==> src/rtl/sgs_ram.sv <==
// sgs_ram: generic single write port, single read port ram with registered read
// no dependencies
`default_nettype none
module sgs_ram #(
  parameter int WIDTH = 20,
  parameter int DEPTH = 225
) (
  input  wire logic                     clk,
  input  wire logic                     we,
  input  wire logic [$clog2(DEPTH)-1:0] waddr,
  input  wire logic [WIDTH-1:0]         wdata,
  input  wire logic [$clog2(DEPTH)-1:0] raddr,
  output logic      [WIDTH-1:0]         rdata
);
  logic [WIDTH-1:0] mem [DEPTH];

  always_ff @(posedge clk) begin
    if (we) begin
      mem[waddr] <= wdata;
    end
    rdata <= mem[raddr];
  end
endmodule
`default_nettype wire

==> config.mk <==
export PLATFORM = sky130hd
export DESIGN_NAME = sgs_ram
export DESIGN_NICKNAME = d
export VERILOG_FILES = /design/src/rtl/sgs_ram.sv
export SDC_FILE = /design/constraint.sdc
export NUM_CORES = 2
export LEC_CHECK = 0
export BUFFER_PORTS_ARGS = -buffer_cell sky130_fd_sc_hd__buf_2
export CAP_MARGIN = 10
export CORE_MARGIN = 3
export CORE_UTILIZATION = 40
export DETAILED_ROUTE_END_ITERATION = 8
export PLACE_DENSITY = 0.62
export SYNTH_ARGS = -nofsm -noshare
export SYNTH_HDL_FRONTEND = slang
export SYNTH_MEMORY_MAX_BITS = 65536
export SYNTH_SLANG_ARGS = --single-unit
export TNS_END_PERCENT = 30
==> constraint.sdc <==
create_clock -name clk -period 2.8 [get_ports clk]
set_input_delay 0.42 -clock clk [delete_from_list [all_inputs] [get_ports clk]]
set_output_delay 0.42 -clock clk [all_outputs]
set_load 0.05 [all_outputs]
==> qor.txt <==
initial core utilization -> 0.403
type of the most critical hold path -> primary input to register
DR iter-0 viols -> 12000
worst vdd ir -> 0.609 mV
Req. time, crit path -> 3.63 ns
root buffer cell -> clkbuf_16
worst-margin pin slew -> 1.13 ns
Slew Viols, Final -> 0
vias in the first global route -> 85700
failing checks -> negative setup slack
Final Util -> 0.475
All-Layer GR Usage -> 0.213
via count -> 84300
Critical Path AT -> 3.69 ns
Mapped Area -> 173000 um^2
Post-synth EDFFs -> 4500
Synth area leaders -> edfxtp_1 (78%), mux4_2 (16%), mux2i_1 (0.85%)
async set-or-reset flop fraction in the synthesized netlist -> 0
die width -> 663 um
Leak -> 64.0 nW
CORE AREA -> 429000 um^2
CP Capture Type -> register
first-pass GRT wire length -> 667000 um
Die Ht -> 663 um
DR DRC count -> 0
Port Buf Inserts -> 57
Ys Warns -> 0
hpwl dp -> 293000 um
CTS tree -> done
worst hold margin -> 0.0315 ns
slew margin rel. -> 0.245
Antenna Nets Post-Route -> 0
Congestion Overflow GR -> 0
CP Launch Type -> primary input
mean routed wirelength per cell -> 32.7 um
initial antenna violation count -> 48
r2r setup slk -> -0.01 ns
max-cap violations -> 0
first drt pass iteration count -> 5
PD cells -> 694 nW/um^2
synthesized instance count -> 7338
Clock Tree Buf Depth -> 4
Setup CP Type -> primary input to register
Tmin final -> 2.87 ns
syn_nets -> 7376
die area -> 440000 um^2
register bit count reported by yosys -> 4520
share of cells above drive strength 1 -> 0.361
Primary FF master, synth -> edfxtp_1
Syn Area/Cell -> 23.6 um^2
final-layout fill cell count -> 34400
Final Hold Fails -> 0
Worst-Skew Late Latency -> 1.00 ns
Yosys top cell area share -> 0.782
status -> complete, but fails checks
part of the cycle the worst path needs -> 1.02
Vias/cell -> 5.82
final WL -> 474000 um
clk slew on worst S/H paths -> 0.06 ns
number of cell rows -> 240
H-tree levels -> 5
RePlAce Congestion -> 0.881
area leader, netlist -> edfxtp_1
Fin Clk Skew -> 0.0964 ns
final setup margin -> -0.0657 ns
nets -> 8412
CTS Buf Count -> 443
total I/O pin count -> 58
largest net degree at the start of global routing -> 116
Critical Path Fanout Max -> 23
Area Overhead vs Synth -> 17.8%
final setup TNS -> -0.110 ns
fmax -> 0.349 GHz
post-synthesis sequential area ratio -> 0.784
setup violators final -> 4
count of different cell masters after synthesis -> 59
unrepaired setup endpoints after global routing -> no
clock sink count -> 4520
-- worst max-delay path, cell delays in order --
cell and delay [ns]:
buf_12 0.22, buf_12 0.20, buf_12 0.17, buf_12 0.23
buf_12 0.24, mux4_2 0.52, mux4_2 0.59, o22ai_1 0.90
nor4_1 0.10
-- layout by cell type, fill, tap and decap left out, types with 13 or more instances in the layout --
cell,instances
o21ai_0,28
buf_2,34
edfxtp_1,4500
mux2i_1,147
a31oi_1,22
clkbuf_1,74
and3_1,31
nor2_2,231
clkbuf_16,446
nand3_1,53
buf_12,264
clkinv_2,81
mux2_2,17
nor3_1,20
nor2_1,43
buf_4,677
a22oi_1,60
o22ai_1,68
clkinv_1,103
bufinv_16,44
nor2b_1,15
diode_2,58
nand2_1,181
a21oi_1,46
o221ai_1,48
dfxtp_1,20
nor4_1,14
clkbuf_8,29
clkinvlp_4,22
mux4_2,1241
o21ai_1,13
-- repair_timing --
item | CTS | global route
hold endpoints to repair | 242 | 0
gates resized for setup | 12 | 3
pin swaps | 0 | 0
hold buffers | 10 | 0
setup buffers | 0 | 0
endpoints found under the setup margin | 7 | 3
-- worst paths after layout --
| check | start | end | cells after the start |
|---|---|---|---|
| min | wdata[16] | mem[216][16] | 1 |
| min reg2reg | mem[224][5] | rdata[5] | 2 |
| max reg2reg | mem[203][14] | rdata[14] | 7 |
| max | raddr[0] | rdata[11] | 9 |
-- logic make-up after synthesis --
family                 synth area share
AOI/OAI and AO/OA                0.0149
buffers and inverters            0.0140
DFF                               0.784
muxes                             0.171
and+or+nand+nor                  0.0156
-- layer usage --
metal | vias up | share of wire | global-route usage
met3 | 728 | 0.085 | 0.0359
met1 | 45700 | 0.39 | 0.290
li1 | 33700 | - | -
met4 | 12 | 0.051 | 0.0918
met2 | 4201 | 0.48 | 0.339
met5 | - | 0.00016 | 0
-- where the power goes --
part / switching [W] / leakage [nW] / internal [W]
logic: 0.00469 / 16.4 / 0.00309
clock network: 0.0253 / 6.97 / 0.0335
registers: 0.000235 / 40.6 / 0.0746
total: 0.0302 / 64.0 / 0.111
-- metrics by stage --
step	cells	area (um^2)	worst slack, ns	power (W)
global placement	13600	189000	-1.48	0.0839
global route	14500	204000	0.0148	0.145
detailed placement	13600	189000	-1.17	0.0840
CTS	14400	204000	0.00821	0.142
finish	14500	204000	-0.0657	0.141
floorplan	7338	173000	0.0913	0.0798
-- state kept, by name (all words and copies together) (netlist names) --
name / flops
mem: 4500
rdata: 20
-- Yosys cell counts (all sizes together), types with 31 or more instances --
master and n:
a21oi 46, o22ai 76, edfxtp 4500, a22oi 60, o21ai 41, nand3 56
buf 254, mux2i 147, mux4 1241, nor2 274, o221ai 56, nand2 181
clkbuf 162, and3 31
-- cell type report --
type | count | area, um^2 | area share
Tap cell | 5687 | 7120 | 0.0349
Antenna cell | 58 | 145 | 0.000713
Multi-Input combinational cell | 2395 | 35600 | 0.175
Timing Repair Buffer | 1007 | 10900 | 0.0537
Sequential cell | 4520 | 136000 | 0.665
Clock inverter | 282 | 2760 | 0.0135
Clock buffer | 529 | 11600 | 0.0568
Inverter | 7 | 41.3 | 0.000203
(Power assumes the default switching activity.)
