$ cat src/rtl/sgs_pkg.sv
// sgs_pkg: shared constants and types for the savitzky-golay smoother
// no dependencies
`default_nettype none
package sgs_pkg;
  localparam int MAX_WIDTH_DEF   = 15;
  localparam int SAMPLE_BITS_DEF = 24;
  localparam int WEIGHT_BITS_DEF = 20;
  localparam int WEIGHT_FRAC     = 16;
  localparam int MIN_WIDTH       = 5;
  localparam int CFG_BITS        = 4;
  localparam int ROW_BITS        = 4;

  // classification of one queued transaction
  typedef struct packed {
    logic is_weight;
    logic wr_ok;
    logic last;
  } sgs_kind_t;
endpackage
`default_nettype wire

$ cat src/rtl/sgs_front.sv
// sgs_front: accepts input transactions, classifies them, two-entry queue
// depends on sgs_pkg
`default_nettype none
module sgs_front import sgs_pkg::*; #(
  parameter int MAX_WIDTH   = MAX_WIDTH_DEF,
  parameter int SAMPLE_BITS = SAMPLE_BITS_DEF,
  parameter int WEIGHT_BITS = WEIGHT_BITS_DEF,
  localparam int AW = $clog2(MAX_WIDTH * MAX_WIDTH)
) (
  input  wire logic                          clk,
  input  wire logic                          rst_n,
  input  wire logic                          in_valid,
  output logic                               in_ready,
  input  wire logic                          in_mode,
  input  wire logic signed [SAMPLE_BITS-1:0] in_sample,
  input  wire logic                          in_record_end,
  input  wire logic [ROW_BITS-1:0]           in_weight_row,
  input  wire logic [ROW_BITS-1:0]           in_weight_col,
  input  wire logic signed [WEIGHT_BITS-1:0] in_weight_value,
  output logic                               q_valid,
  input  wire logic                          q_pop,
  output sgs_kind_t                          q_kind,
  output logic [AW-1:0]                      q_addr,
  output logic [WEIGHT_BITS-1:0]             q_weight,
  output logic [SAMPLE_BITS-1:0]             q_sample
);
  sgs_kind_t              kind_r   [2];
  logic [AW-1:0]          addr_r   [2];
  logic [WEIGHT_BITS-1:0] weight_r [2];
  logic [SAMPLE_BITS-1:0] sample_r [2];
  logic                   wp_r, rp_r, wp_nxt, rp_nxt;
  logic [1:0]             cnt_r, cnt_nxt;
  sgs_kind_t              kind_in;
  logic                   push;

  assign in_ready = (cnt_r != 2'd2);
  assign push     = in_valid && in_ready;
  assign q_valid  = (cnt_r != 2'd0);

  always_comb begin
    kind_in.is_weight = in_mode;
    kind_in.wr_ok     = (int'(in_weight_row) < MAX_WIDTH) && (int'(in_weight_col) < MAX_WIDTH);
    kind_in.last      = in_record_end && !in_mode;
  end

  assign q_kind   = kind_r[rp_r];
  assign q_addr   = addr_r[rp_r];
  assign q_weight = weight_r[rp_r];
  assign q_sample = sample_r[rp_r];

  always_comb begin
    wp_nxt  = push ? !wp_r : wp_r;
    rp_nxt  = q_pop ? !rp_r : rp_r;
    cnt_nxt = cnt_r + {1'b0, push} - {1'b0, q_pop};
  end

  always_ff @(posedge clk) begin
    if (!rst_n) begin
      wp_r  <= 1'b0;
      rp_r  <= 1'b0;
      cnt_r <= 2'd0;
    end else begin
      wp_r  <= wp_nxt;
      rp_r  <= rp_nxt;
      cnt_r <= cnt_nxt;
    end
    if (push) begin
      kind_r[wp_r]   <= kind_in;
      addr_r[wp_r]   <= AW'(int'(in_weight_row) * MAX_WIDTH + int'(in_weight_col));
      weight_r[wp_r] <= in_weight_value;
      sample_r[wp_r] <= in_sample;
    end
  end
endmodule
`default_nettype wire

$ cat config.mk
export PLATFORM = sky130hd
export DESIGN_NAME = sgs_front
export DESIGN_NICKNAME = d
export VERILOG_FILES = /design/src/rtl/sgs_pkg.sv /design/src/rtl/sgs_front.sv
export SDC_FILE = /design/constraint.sdc
export NUM_CORES = 1
export LEC_CHECK = 0
export BUFFER_PORTS_ARGS = -buffer_cell sky130_fd_sc_hd__buf_2
export CAP_MARGIN = 5
export CORE_ASPECT_RATIO = 0.8
export CORE_UTILIZATION = 55
export DETAILED_ROUTE_END_ITERATION = 16
export PLACE_DENSITY = 0.87
export SLEW_MARGIN = 30
export SYNTH_ARGS = -nofsm -noshare
export SYNTH_HDL_FRONTEND = slang
export SYNTH_SLANG_ARGS = --single-unit
$ cat constraint.sdc
create_clock -name clk -period 4.8 [get_ports clk]
set_input_delay 0.48 -clock clk [delete_from_list [all_inputs] [get_ports clk]]
set_output_delay 0.48 -clock clk [all_outputs]
set_load 0.01 [all_outputs]
==> out/metrics.cfg <==
[status]
status=finished clean

[power_and_ir_drop]
vdd_ir_drop_max_mv=0.356
p_leak_nw=2.37
power_density_mw_per_mm2=517

[critical_path]
worst_ep_arrival_time_ns=3.17
required_ns=5.03
critPathMaxFanout=6
cp_common_cell=fa_1
start_kind=input port
crit_chain=buf_2, fa_1, fa_1, inv_1, fa_1, inv_1, ha_1, a211oi_2, o21bai_1, a21oi_2, xnor2_1
cpMaxStageDelayCell=fa_1
cpPeakStageDelay_ns=0.52
end_kind=register
critPathTopFamily=adder cells
critPathBufInv=3
crit_type=in2reg

[floorplan]
die_y_um=85.2
die-area_mm2=0.00903
io_pins=115
start_util_pct=58.3
row_count=29
fp.dieW_um=106
core_area_mm2=0.00816

[sta]
fin_crit_ns=2.93
tightest_slew_ns=0.738
slew-limit-headroom_pct=50.8
slew_violations=0
finClkSkew_ns=0.00862
tns_ns=0
hold_viol=0
fmax_ghz=0.341
rsz0062_at_grt=no
setup_violations=0
finalCritPeriodShare_pct=61.1

[synth]
synth_top_area_share_pct=69.4
syn-num-nets=330
synth_top_cells_by_count=110 x edfxtp_1, 55 x mux2_2, 19 x ha_1, 9 x inv_1
syn_inst=246
synth_area_mm2=0.00476
synth_edf_count=110
yosysWarnings=0
yosysMostFrequentCell=edfxtp_1
seq_area_frac_synth_pct=71.5
yosysTopAreaCell=edfxtp_1
yosysUniqueCellTypes=24
synth_seq_cells=115
synth_ff_type=edfxtp_1
yosys-top-cells-area=edfxtp_1 69%, mux2_2 13%, ha_1 5.0%, fa_1 2.9%, dfxtp_1 2.1%
synthArstFlopShare_pct=0
syn_avg_cell_area_um2=19.3

[cts]
postCtsResizedCells=0
clkTransAtPathRegs_ns=0.05
h-tree-depth=4
cts_setup_buffers=0
clockRootBuffer=clkbuf_8
cts.sink_count=115
clkLatencyLatePin_ns=0.49
hold_buffers=0
cts_buffers=17
cts_tree=done
clockBufferDepth=2

[grt]
track_usage_pct=19.3
antenna_found_initial=0
gr-total-overflow=0
grt_max_degree=56
grt_pass1_wl_mm=12.8
grt_pass1_vias=2633

[worst_hold_path]
hold_path_class=in2reg

[route]
drcViolationCount=0
ant_nets=0
vias=2519
drt-pass1-iter-count=4
wl_per_cell_um=16.2
drt-total-wl_mm=8.06
drt_iter0_markers=91
viasPerCell=5.07

[placement]
io_buffers=114
gp_congestion=0.747
post-dp-hpwl_mm=5.44

[cells_and_area]
fin_nets=461
n_antenna_cell=0
drive_gt1_share_pct=53.7
area_growth_pct=26.3
final_util_pct=73.6

[run]
maxCapViolCount=0

## worst register-to-register path, stage by stage, from the launching register on
cell and delay [ns]:
dfxtp_1 0.34, nand2b_1 0.15, nand2_1 0.14, nor2_4 0.38
buf_16 0.23, buf_4 0.33
## path summary, 6_finish.rpt
kind,startpoint,to,slack [ns],cells after the start
worst max register to register,cnt_r[0],sample_r[0][4],2.90,5
worst min register to register,rp_r,register,0.59,2
worst min-delay path,in_weight_value[2],weight_r[1][2],0.17,1
worst max-delay path,in_weight_row[2],addr_r[0][7],1.87,11
## cells by family after synthesis
logic type / share of synthesized area (%)
buffers and inverters: 2.13
AO/OA/AOI/OAI: 2.00
flip-flops: 71.5
XOR/XNOR: 1.84
multiplexers: 13.0
adder cells (fa/ha/maj): 7.94
AND/OR/NAND/NOR: 1.53
## flip-flops by register name (all words and copies together) (netlist names), named ones only
register  count
rp_r          1
addr_r       16
kind_r        6
weight_r     40
wp_r          1
sample_r     48
cnt_r         2
## power by group
| part | leakage (nW) | switching, mW | internal (mW) |
|---|---|---|---|
| registers | 1.07 | 0.0467 | 1.32 |
| logic | 1.04 | 0.327 | 0.277 |
| clock network | 0.263 | 0.411 | 0.730 |
| total | 2.37 | 0.784 | 2.32 |
## through the flow
step | hold WS (ns) | setup slack (ns) | instance area (um^2) | instances | total power, mW
2_1_floorplan | 0.555 | 1.40 | 4760 | 246 | 1.77
3_3_place_gp | 0.562 | 1.42 | 5430 | 465 | 1.95
3_5_place_dp | 0.563 | 1.38 | 5430 | 465 | 1.98
4_1_cts | 0.149 | 1.88 | 5980 | 496 | 3.13
5_1_grt | 0.147 | 1.74 | 6010 | 497 | 3.25
6_report | 0.173 | 1.87 | 6010 | 497 | 3.11
## placed cells by master (no fill, tap or decap), types with 2 or more instances in the layout
cell type   netlist  final
inv_6             0      2
o21bai_1          2      2
clkinv_2          0      2
edfxtp_1        110    110
dfxtp_1           5      4
clkinv_1          0      3
bufinv_16         0      2
a21oi_1           4      4
clkbuf_16         0     16
and2_1            5      5
clkinvlp_4        0      3
buf_2             0    114
buf_4             0      3
o21ai_0           2      2
ha_1             19     19
inv_1             9      9
xnor2_1           7      7
xor2_1            3      3
clkinv_4          0      2
a211oi_2          2      2
fa_1              7      7
mux2_2           55     55
## layer usage
metal | vias to the layer above | GRT usage, % | part of all wire [%]
met4 | 0 | 6.82 | 0.57
met1 | 1227 | 23.2 | 43
met3 | 6 | 6.22 | 5.9
met5 | - | 0 | 0
met2 | 84 | 33.0 | 51
li1 | 1202 | - | -
## final cells by class
cell class	count	area, um^2
fill	532	2160
multi-input combinational	116	1260
clock inverter	14	139
inverter	9	33.8
sequential	115	3400
tap	108	135
clock buffer	17	414
timing repair buffer	118	621
No activity file was read; power rests on OpenSTA's default activity.
