==> src/rtl/sgs_pkg.sv <==
// sgs_pkg: shared constants and types for the savitzky-golay smoother
// no dependencies
`default_nettype none
package sgs_pkg;
  localparam int MAX_WIDTH_DEF   = 15;
  localparam int SAMPLE_BITS_DEF = 24;
  localparam int WEIGHT_BITS_DEF = 20;
  localparam int WEIGHT_FRAC     = 16;
  localparam int MIN_WIDTH       = 5;
  localparam int CFG_BITS        = 4;
  localparam int ROW_BITS        = 4;

  // classification of one queued transaction
  typedef struct packed {
    logic is_weight;
    logic wr_ok;
    logic last;
  } sgs_kind_t;
endpackage
`default_nettype wire

==> src/rtl/sgs_back.sv <==
// sgs_back: sample window, width register and shared multiply-accumulate sequencer
// depends on sgs_pkg; drives the weight ram ports
`default_nettype none
module sgs_back import sgs_pkg::*; #(
  parameter int MAX_WIDTH   = MAX_WIDTH_DEF,
  parameter int SAMPLE_BITS = SAMPLE_BITS_DEF,
  parameter int WEIGHT_BITS = WEIGHT_BITS_DEF,
  localparam int AW = $clog2(MAX_WIDTH * MAX_WIDTH)
) (
  input  wire logic                          clk,
  input  wire logic                          rst_n,
  input  wire logic                          cfg_valid,
  input  wire logic [CFG_BITS-1:0]           cfg_data,
  input  wire logic                          q_valid,
  output logic                               q_pop,
  input  wire sgs_kind_t                     q_kind,
  input  wire logic [AW-1:0]                 q_addr,
  input  wire logic [WEIGHT_BITS-1:0]        q_weight,
  input  wire logic [SAMPLE_BITS-1:0]        q_sample,
  output logic                               ram_we,
  output logic [AW-1:0]                      ram_waddr,
  output logic [WEIGHT_BITS-1:0]             ram_wdata,
  output logic [AW-1:0]                      ram_raddr,
  input  wire logic signed [WEIGHT_BITS-1:0] ram_rdata,
  output logic                               out_valid,
  input  wire logic                          out_ready,
  output logic signed [SAMPLE_BITS-1:0]      out_smoothed,
  output logic                               out_run_last,
  output logic                               out_record_done
);
  localparam int IW   = (MAX_WIDTH > 1) ? $clog2(MAX_WIDTH) : 1;
  localparam int CW   = $clog2(MAX_WIDTH + 1);
  localparam int TOP  = (MAX_WIDTH % 2 != 0) ? MAX_WIDTH : MAX_WIDTH - 1;
  localparam int PW   = SAMPLE_BITS + WEIGHT_BITS;
  localparam int ACCW = PW + $clog2(MAX_WIDTH) + 2;
  localparam logic [2:0] ST_IDLE = 3'd0, ST_MAC = 3'd1, ST_DRAIN = 3'd2,
                         ST_FIN = 3'd3, ST_ECHO = 3'd4;

  logic [CFG_BITS-1:0]    cfg_r;
  logic [SAMPLE_BITS-1:0] win_r [MAX_WIDTH];
  logic [2:0]             st_r, st_nxt;
  logic [CW-1:0]          seen_r, w_r, k_r, row_r, end_r;
  logic [IW-1:0]          tap_r;
  logic [AW-1:0]          base_r;
  logic                   last_r, v1_r, v2_r;
  logic signed [SAMPLE_BITS-1:0] samp_d_r;
  logic signed [PW-1:0]   prod_r;
  logic signed [ACCW-1:0] acc_r, rnd, hi_lim, lo_lim;
  logic [SAMPLE_BITS-1:0] rnd_sat;
  logic                   out_free, take, issue;
  logic [CW-1:0]          w_eff, p_eff, seen_new, start_row;

  function automatic logic [CW-1:0] eff_width(input logic [CFG_BITS-1:0] v);
    int w;
    w = int'(v);
    if (w < MIN_WIDTH) w = MIN_WIDTH;
    else if (w % 2 == 0) w = w - 1;
    if (w > TOP) w = TOP;
    return CW'(w);
  endfunction

  assign w_eff     = eff_width(cfg_r);
  assign p_eff     = w_eff >> 1;
  assign seen_new  = (int'(seen_r) < MAX_WIDTH) ? seen_r + CW'(1) : seen_r;
  assign start_row = (seen_r < w_eff) ? '0 : p_eff;

  assign out_free  = !out_valid || out_ready;
  assign q_pop     = (st_r == ST_IDLE) && q_valid;
  assign take      = q_pop && !q_kind.is_weight;
  assign issue     = (st_r == ST_MAC);

  assign ram_we    = q_pop && q_kind.is_weight && q_kind.wr_ok;
  assign ram_waddr = q_addr;
  assign ram_wdata = q_weight;
  assign ram_raddr = base_r + AW'(k_r);

  // round to nearest, ties up, then clamp to the sample range
  assign rnd    = (acc_r + (ACCW'(1) <<< (WEIGHT_FRAC - 1))) >>> WEIGHT_FRAC;
  assign hi_lim = (ACCW'(1) <<< (SAMPLE_BITS - 1)) - ACCW'(1);
  assign lo_lim = -(ACCW'(1) <<< (SAMPLE_BITS - 1));
  always_comb begin
    if (rnd > hi_lim) rnd_sat = SAMPLE_BITS'(hi_lim);
    else if (rnd < lo_lim) rnd_sat = SAMPLE_BITS'(lo_lim);
    else rnd_sat = rnd[SAMPLE_BITS-1:0];
  end

  always_comb begin
    st_nxt = st_r;
    case (st_r)
      ST_IDLE: begin
        if (take) begin
          if (seen_new < w_eff) begin
            if (q_kind.last) st_nxt = ST_ECHO;
          end else begin
            st_nxt = ST_MAC;
          end
        end
      end
      ST_MAC:   if (k_r == w_r - CW'(1)) st_nxt = ST_DRAIN;
      ST_DRAIN: if (!v1_r && !v2_r) st_nxt = ST_FIN;
      ST_FIN:   if (out_free) st_nxt = (row_r == end_r) ? ST_IDLE : ST_MAC;
      ST_ECHO:  if (out_free && k_r == end_r) st_nxt = ST_IDLE;
      default:  st_nxt = ST_IDLE;
    endcase
  end

  always_ff @(posedge clk) begin
    if (!rst_n) begin
      st_r      <= ST_IDLE;
      cfg_r     <= CFG_BITS'(MIN_WIDTH);
      seen_r    <= '0;
      v1_r      <= 1'b0;
      v2_r      <= 1'b0;
      out_valid <= 1'b0;
    end else begin
      st_r <= st_nxt;
      if (cfg_valid) cfg_r <= cfg_data;
      if (take) seen_r <= q_kind.last ? '0 : seen_new;
      v1_r <= issue;
      v2_r <= v1_r;
      if (((st_r == ST_FIN) || (st_r == ST_ECHO)) && out_free) out_valid <= 1'b1;
      else if (out_ready) out_valid <= 1'b0;
    end

    if (take) begin
      for (int i = 0; i < MAX_WIDTH - 1; i++) win_r[i] <= win_r[i+1];
      win_r[MAX_WIDTH-1] <= q_sample;
      last_r <= q_kind.last;
      w_r    <= w_eff;
      k_r    <= '0;
      acc_r  <= '0;
      if (seen_new < w_eff) begin
        tap_r <= IW'(MAX_WIDTH - int'(seen_new));
        end_r <= seen_new - CW'(1);
      end else begin
        tap_r  <= IW'(MAX_WIDTH - int'(w_eff));
        row_r  <= start_row;
        end_r  <= q_kind.last ? w_eff - CW'(1) : p_eff;
        base_r <= AW'(int'(start_row) * MAX_WIDTH);
      end
    end

    if (issue) begin
      samp_d_r <= win_r[tap_r];
      k_r      <= k_r + CW'(1);
      tap_r    <= tap_r + IW'(1);
    end
    if (v1_r) prod_r <= samp_d_r * ram_rdata;
    if (v2_r) acc_r <= acc_r + ACCW'(prod_r);

    if ((st_r == ST_FIN) && out_free) begin
      out_smoothed    <= rnd_sat;
      out_run_last    <= (row_r == end_r);
      out_record_done <= last_r && (row_r == end_r);
      row_r  <= row_r + CW'(1);
      base_r <= base_r + AW'(MAX_WIDTH);
      k_r    <= '0;
      tap_r  <= IW'(MAX_WIDTH - int'(w_r));
      acc_r  <= '0;
    end
    if ((st_r == ST_ECHO) && out_free) begin
      out_smoothed    <= win_r[tap_r];
      out_run_last    <= (k_r == end_r);
      out_record_done <= (k_r == end_r);
      k_r   <= k_r + CW'(1);
      tap_r <= tap_r + IW'(1);
    end
  end
endmodule
`default_nettype wire
==> config.mk <==
export PLATFORM = sky130hd
export DESIGN_NAME = sgs_back
export DESIGN_NICKNAME = d
export VERILOG_FILES = /design/src/rtl/sgs_pkg.sv /design/src/rtl/sgs_back.sv
export SDC_FILE = /design/constraint.sdc
export NUM_CORES = 2
export LEC_CHECK = 0
export ABC_AREA = 1
export BUFFER_PORTS_ARGS = -buffer_cell sky130_fd_sc_hd__buf_4
export CAP_MARGIN = 20
export CORE_MARGIN = 1.5
export CORE_UTILIZATION = 45
export DETAILED_ROUTE_END_ITERATION = 12
export HOLD_SLACK_MARGIN = 0.15
export PLACE_DENSITY = 0.65
export SLEW_MARGIN = 20
export SYNTH_ARGS = -nofsm -noshare
export SYNTH_HDL_FRONTEND = slang
export SYNTH_SLANG_ARGS = --single-unit
==> constraint.sdc <==
create_clock -name clk -period 28.9 [get_ports clk]
set_input_delay 5.78 -clock clk [delete_from_list [all_inputs] [get_ports clk]]
set_output_delay 5.78 -clock clk [all_outputs]
set_load 0.1 [all_outputs]
==> results.json <==
{
  "yosys.area.top_type": "sky130_fd_sc_hd__edfxtp_1",
  "port_buffers": 92,
  "fin_skew_ps": 66.5,
  "worstSkewPairLatency_ps": 690,
  "end_kind": "output port",
  "worst-path-max-fanout": 3,
  "floorplan.die.width_um": 319,
  "timing.critical_path.required_ps": 23120,
  "route.antenna.remaining_nets": 0,
  "via_count_of_the_first_global_routing_pass": 33200,
  "vias": 33600,
  "rsz0062_at_grt": "no",
  "post_drt_via_cell_ratio": 5.29,
  "rr_startpoint": "samp_d_r[20]",
  "max_cap_violations": 0,
  "synth_enable_flop_cells": 482,
  "finalWorstPathRequiredPeriod_ps": 12160,
  "synth_nets": 5791,
  "worst-r2r-cell-count": 24,
  "post_route_cells_drive_above_1_share": 0.0619,
  "r2r_setup_slack_ps": 21540,
  "cts_tree": "built",
  "ys_seq_area_frac": 0.353,
  "number_of_antenna_violations_at_the_first_check_in_global_routing": 5,
  "floorplan.initialDensity": 0.455,
  "groute.usage.overall": 0.238,
  "remaining_drc_errors": 0,
  "synth.yosys.warnings": 0,
  "timing.hold.ws_ps": 394,
  "dp_hpwl_um": 87700,
  "synth-main-ff-cell": "sky130_fd_sc_hd__edfxtp_1",
  "cellLeakagePower_nw": 22.6,
  "dieHeight_um": 319,
  "global_route_wire_length_before_repair_um": 188000,
  "clock_tree.root_cell": "sky130_fd_sc_hd__clkbuf_16",
  "postCtsResizedCells": 0,
  "timing_hold_violations_final": 0,
  "routed_wire_length_per_instance_um": 19.0,
  "hold_path_depth": 0,
  "worst_setup_path_start_kind": "primary input",
  "synth_common_cells": "sky130_fd_sc_hd__nand2_1, sky130_fd_sc_hd__inv_1, sky130_fd_sc_hd__fa_1, sky130_fd_sc_hd__edfxtp_1, sky130_fd_sc_hd__nor2_1",
  "cts-buffers-inserted": 60,
  "syn-cell-area_um2": 44800,
  "wl_um": 121000,
  "hold_buffers": 0,
  "core_um2": 98600,
  "nNetsFinal": 5777,
  "detailedPlace.worstSlack_ps": 16220,
  "timing.critical_path.arrival_ps": 6380,
  "max_slew_margin": 0.248,
  "outcome": "finished clean",
  "postSynthRegisterBits": 550,
  "postLayoutSetupSlackWorst_ps": 16740,
  "yosys.cell_types.count": 53,
  "crit-reg2reg-capture": "prod_r[37]",
  "report.final.setup_viol": 0,
  "gp_routability_congestion": 0.939,
  "max_freq_ghz": 0.0822,
  "power_density_nw_per_um2": 113,
  "post_synth_inst_count": 5021,
  "worst_pin_slew_ps": 1130,
  "async_reset_ff_frac": 0,
  "synth.top_cell.area_share": 0.323,
  "setup-tns-final_ps": 0,
  "die_area_um2": 102000,
  "synth_most_common_cell": "sky130_fd_sc_hd__nand2_1",
  "path_class": "in2out",
  "irDropWorstVdd_mv": 0.127,
  "ctsLongestPathBuffers": 3,
  "io_pins": 149,
  "clock_pin_slew_reported_for_the_worst_setup_and_hold_paths_after_clock_tree_synthesis_ps": 60,
  "row_count": 115,
  "grt_start_max_net_pins": 102,
  "synth.avg_cell_area_um2": 8.93,
  "flow.area_growth_from_synthesis_pct": 8.30,
  "hp-start": "win_r[6][21]",
  "cts.sinks": 550,
  "worst_hold_path.endpoint": "win_r[5][21]",
  "yosys-top-cells-area": "sky130_fd_sc_hd__edfxtp_1, sky130_fd_sc_hd__fa_1, sky130_fd_sc_hd__nand2_1, sky130_fd_sc_hd__inv_1, sky130_fd_sc_hd__ha_1",
  "htree_num_levels": 2,
  "global_route.overflow_total": 0,
  "detail_route.first_pass.iterations": 6,
  "layout_worst_path_cycle_share": 0.421,
  "post_cts.repair.setup_buffers": 0,
  "final_max_slew_viol_count": 0,
  "hold_crit_path_type": "reg2reg",
  "drtIter0Drc": 2788
}
-- final cells by class --
cell class / instances / area, um^2
Tap cell: 1287 / 1610
Inverter: 1048 / 3940
Clock inverter: 36 / 377
Antenna cell: 1 / 2.50
Timing Repair Buffer: 138 / 1060
Fill cell: 9217 / 50000
Clock buffer: 74 / 1580
Sequential cell: 550 / 15800
Multi-Input combinational cell: 3209 / 24100
-- logic make-up (layout without fill, tap and decap cells) --
logic type | count (synthesis) | after routing | share of synthesized area
AOI/OAI and AO/OA | 732 | 732 | 0.0927
xor gates and xnor gates | 99 | 99 | 0.0193
buffers and inverters | 1262 | 1296 | 0.109
DFF | 550 | 550 | 0.353
other | 0 | 1 | 0
and+or+nand+nor | 1692 | 1692 | 0.151
adders and majority gates | 686 | 686 | 0.275
-- flip-flops by register name, indices dropped and copies added, names as in the netlist, 3 cells and up, named ones only --
register	cells
w_r	3
seen_r	4
samp_d_r	24
tap_r	4
end_r	4
cfg_r	4
k_r	4
row_r	4
base_r	8
out_smoothed	24
win_r	360
st_r	3
acc_r	50
prod_r	44
-- metrics by stage --
stage | instance area, um^2 | std cells | util | total power, mW
floorplan | 44800 | 5021 | - | 3.76
global placement | 46600 | 6229 | 0.472 | 4.71
detailed placement | 46600 | 6230 | 0.472 | 4.71
CTS | 48500 | 6340 | 0.492 | 5.50
global route | 48600 | 6342 | 0.493 | 5.99
finish | 48600 | 6343 | 0.493 | 5.49
-- power by group --
group	internal, mW	switching [mW]	leakage, nW	total, mW
clock	0.428	0.335	0.945	0.763
combinational	1.26	2.34	16.6	3.61
sequential	1.08	0.0329	5.03	1.12
total	2.77	2.71	22.6	5.49
-- worst max path at each step --
stage / startpoint / endpoint / slack, ps / cells past startpoint
after floorplan: q_valid / base_r[0] / 3010 / 4
final: q_valid / ram_we / 16740 / 4
after global placement: ram_rdata[2] / prod_r[43] / 16370 / 24
after global routing: ram_rdata[2] / prod_r[43] / 16420 / 24
after detailed placement: ram_rdata[2] / prod_r[43] / 16220 / 24
after CTS: q_valid / ram_we / 16730 / 4
-- metal layers --
metal,GRT usage,wire length (um)
met3,0.0471,10900
met4,0.0658,3200
met5,0.00284,52
met1,0.345,53600
met2,0.361,52900
-- critical path, cell delays in order --
cell                      delay, ps
sky130_fd_sc_hd__buf_4           80
sky130_fd_sc_hd__nand2_1        110
sky130_fd_sc_hd__nor2_1         110
sky130_fd_sc_hd__buf_4          290
-- placed cells by master (no fill, tap or decap), types with 65 or more instances in the layout --
| master | count |
|---|---|
| sky130_fd_sc_hd__nand3_1 | 114 |
| sky130_fd_sc_hd__fa_1 | 497 |
| sky130_fd_sc_hd__o21ai_0 | 295 |
| sky130_fd_sc_hd__ha_1 | 189 |
| sky130_fd_sc_hd__dfxtp_1 | 65 |
| sky130_fd_sc_hd__a21oi_1 | 255 |
| sky130_fd_sc_hd__nor2_1 | 408 |
| sky130_fd_sc_hd__nand2_1 | 1052 |
| sky130_fd_sc_hd__edfxtp_1 | 482 |
| sky130_fd_sc_hd__inv_1 | 1039 |
| sky130_fd_sc_hd__buf_4 | 135 |
(Power assumes the default switching activity.)
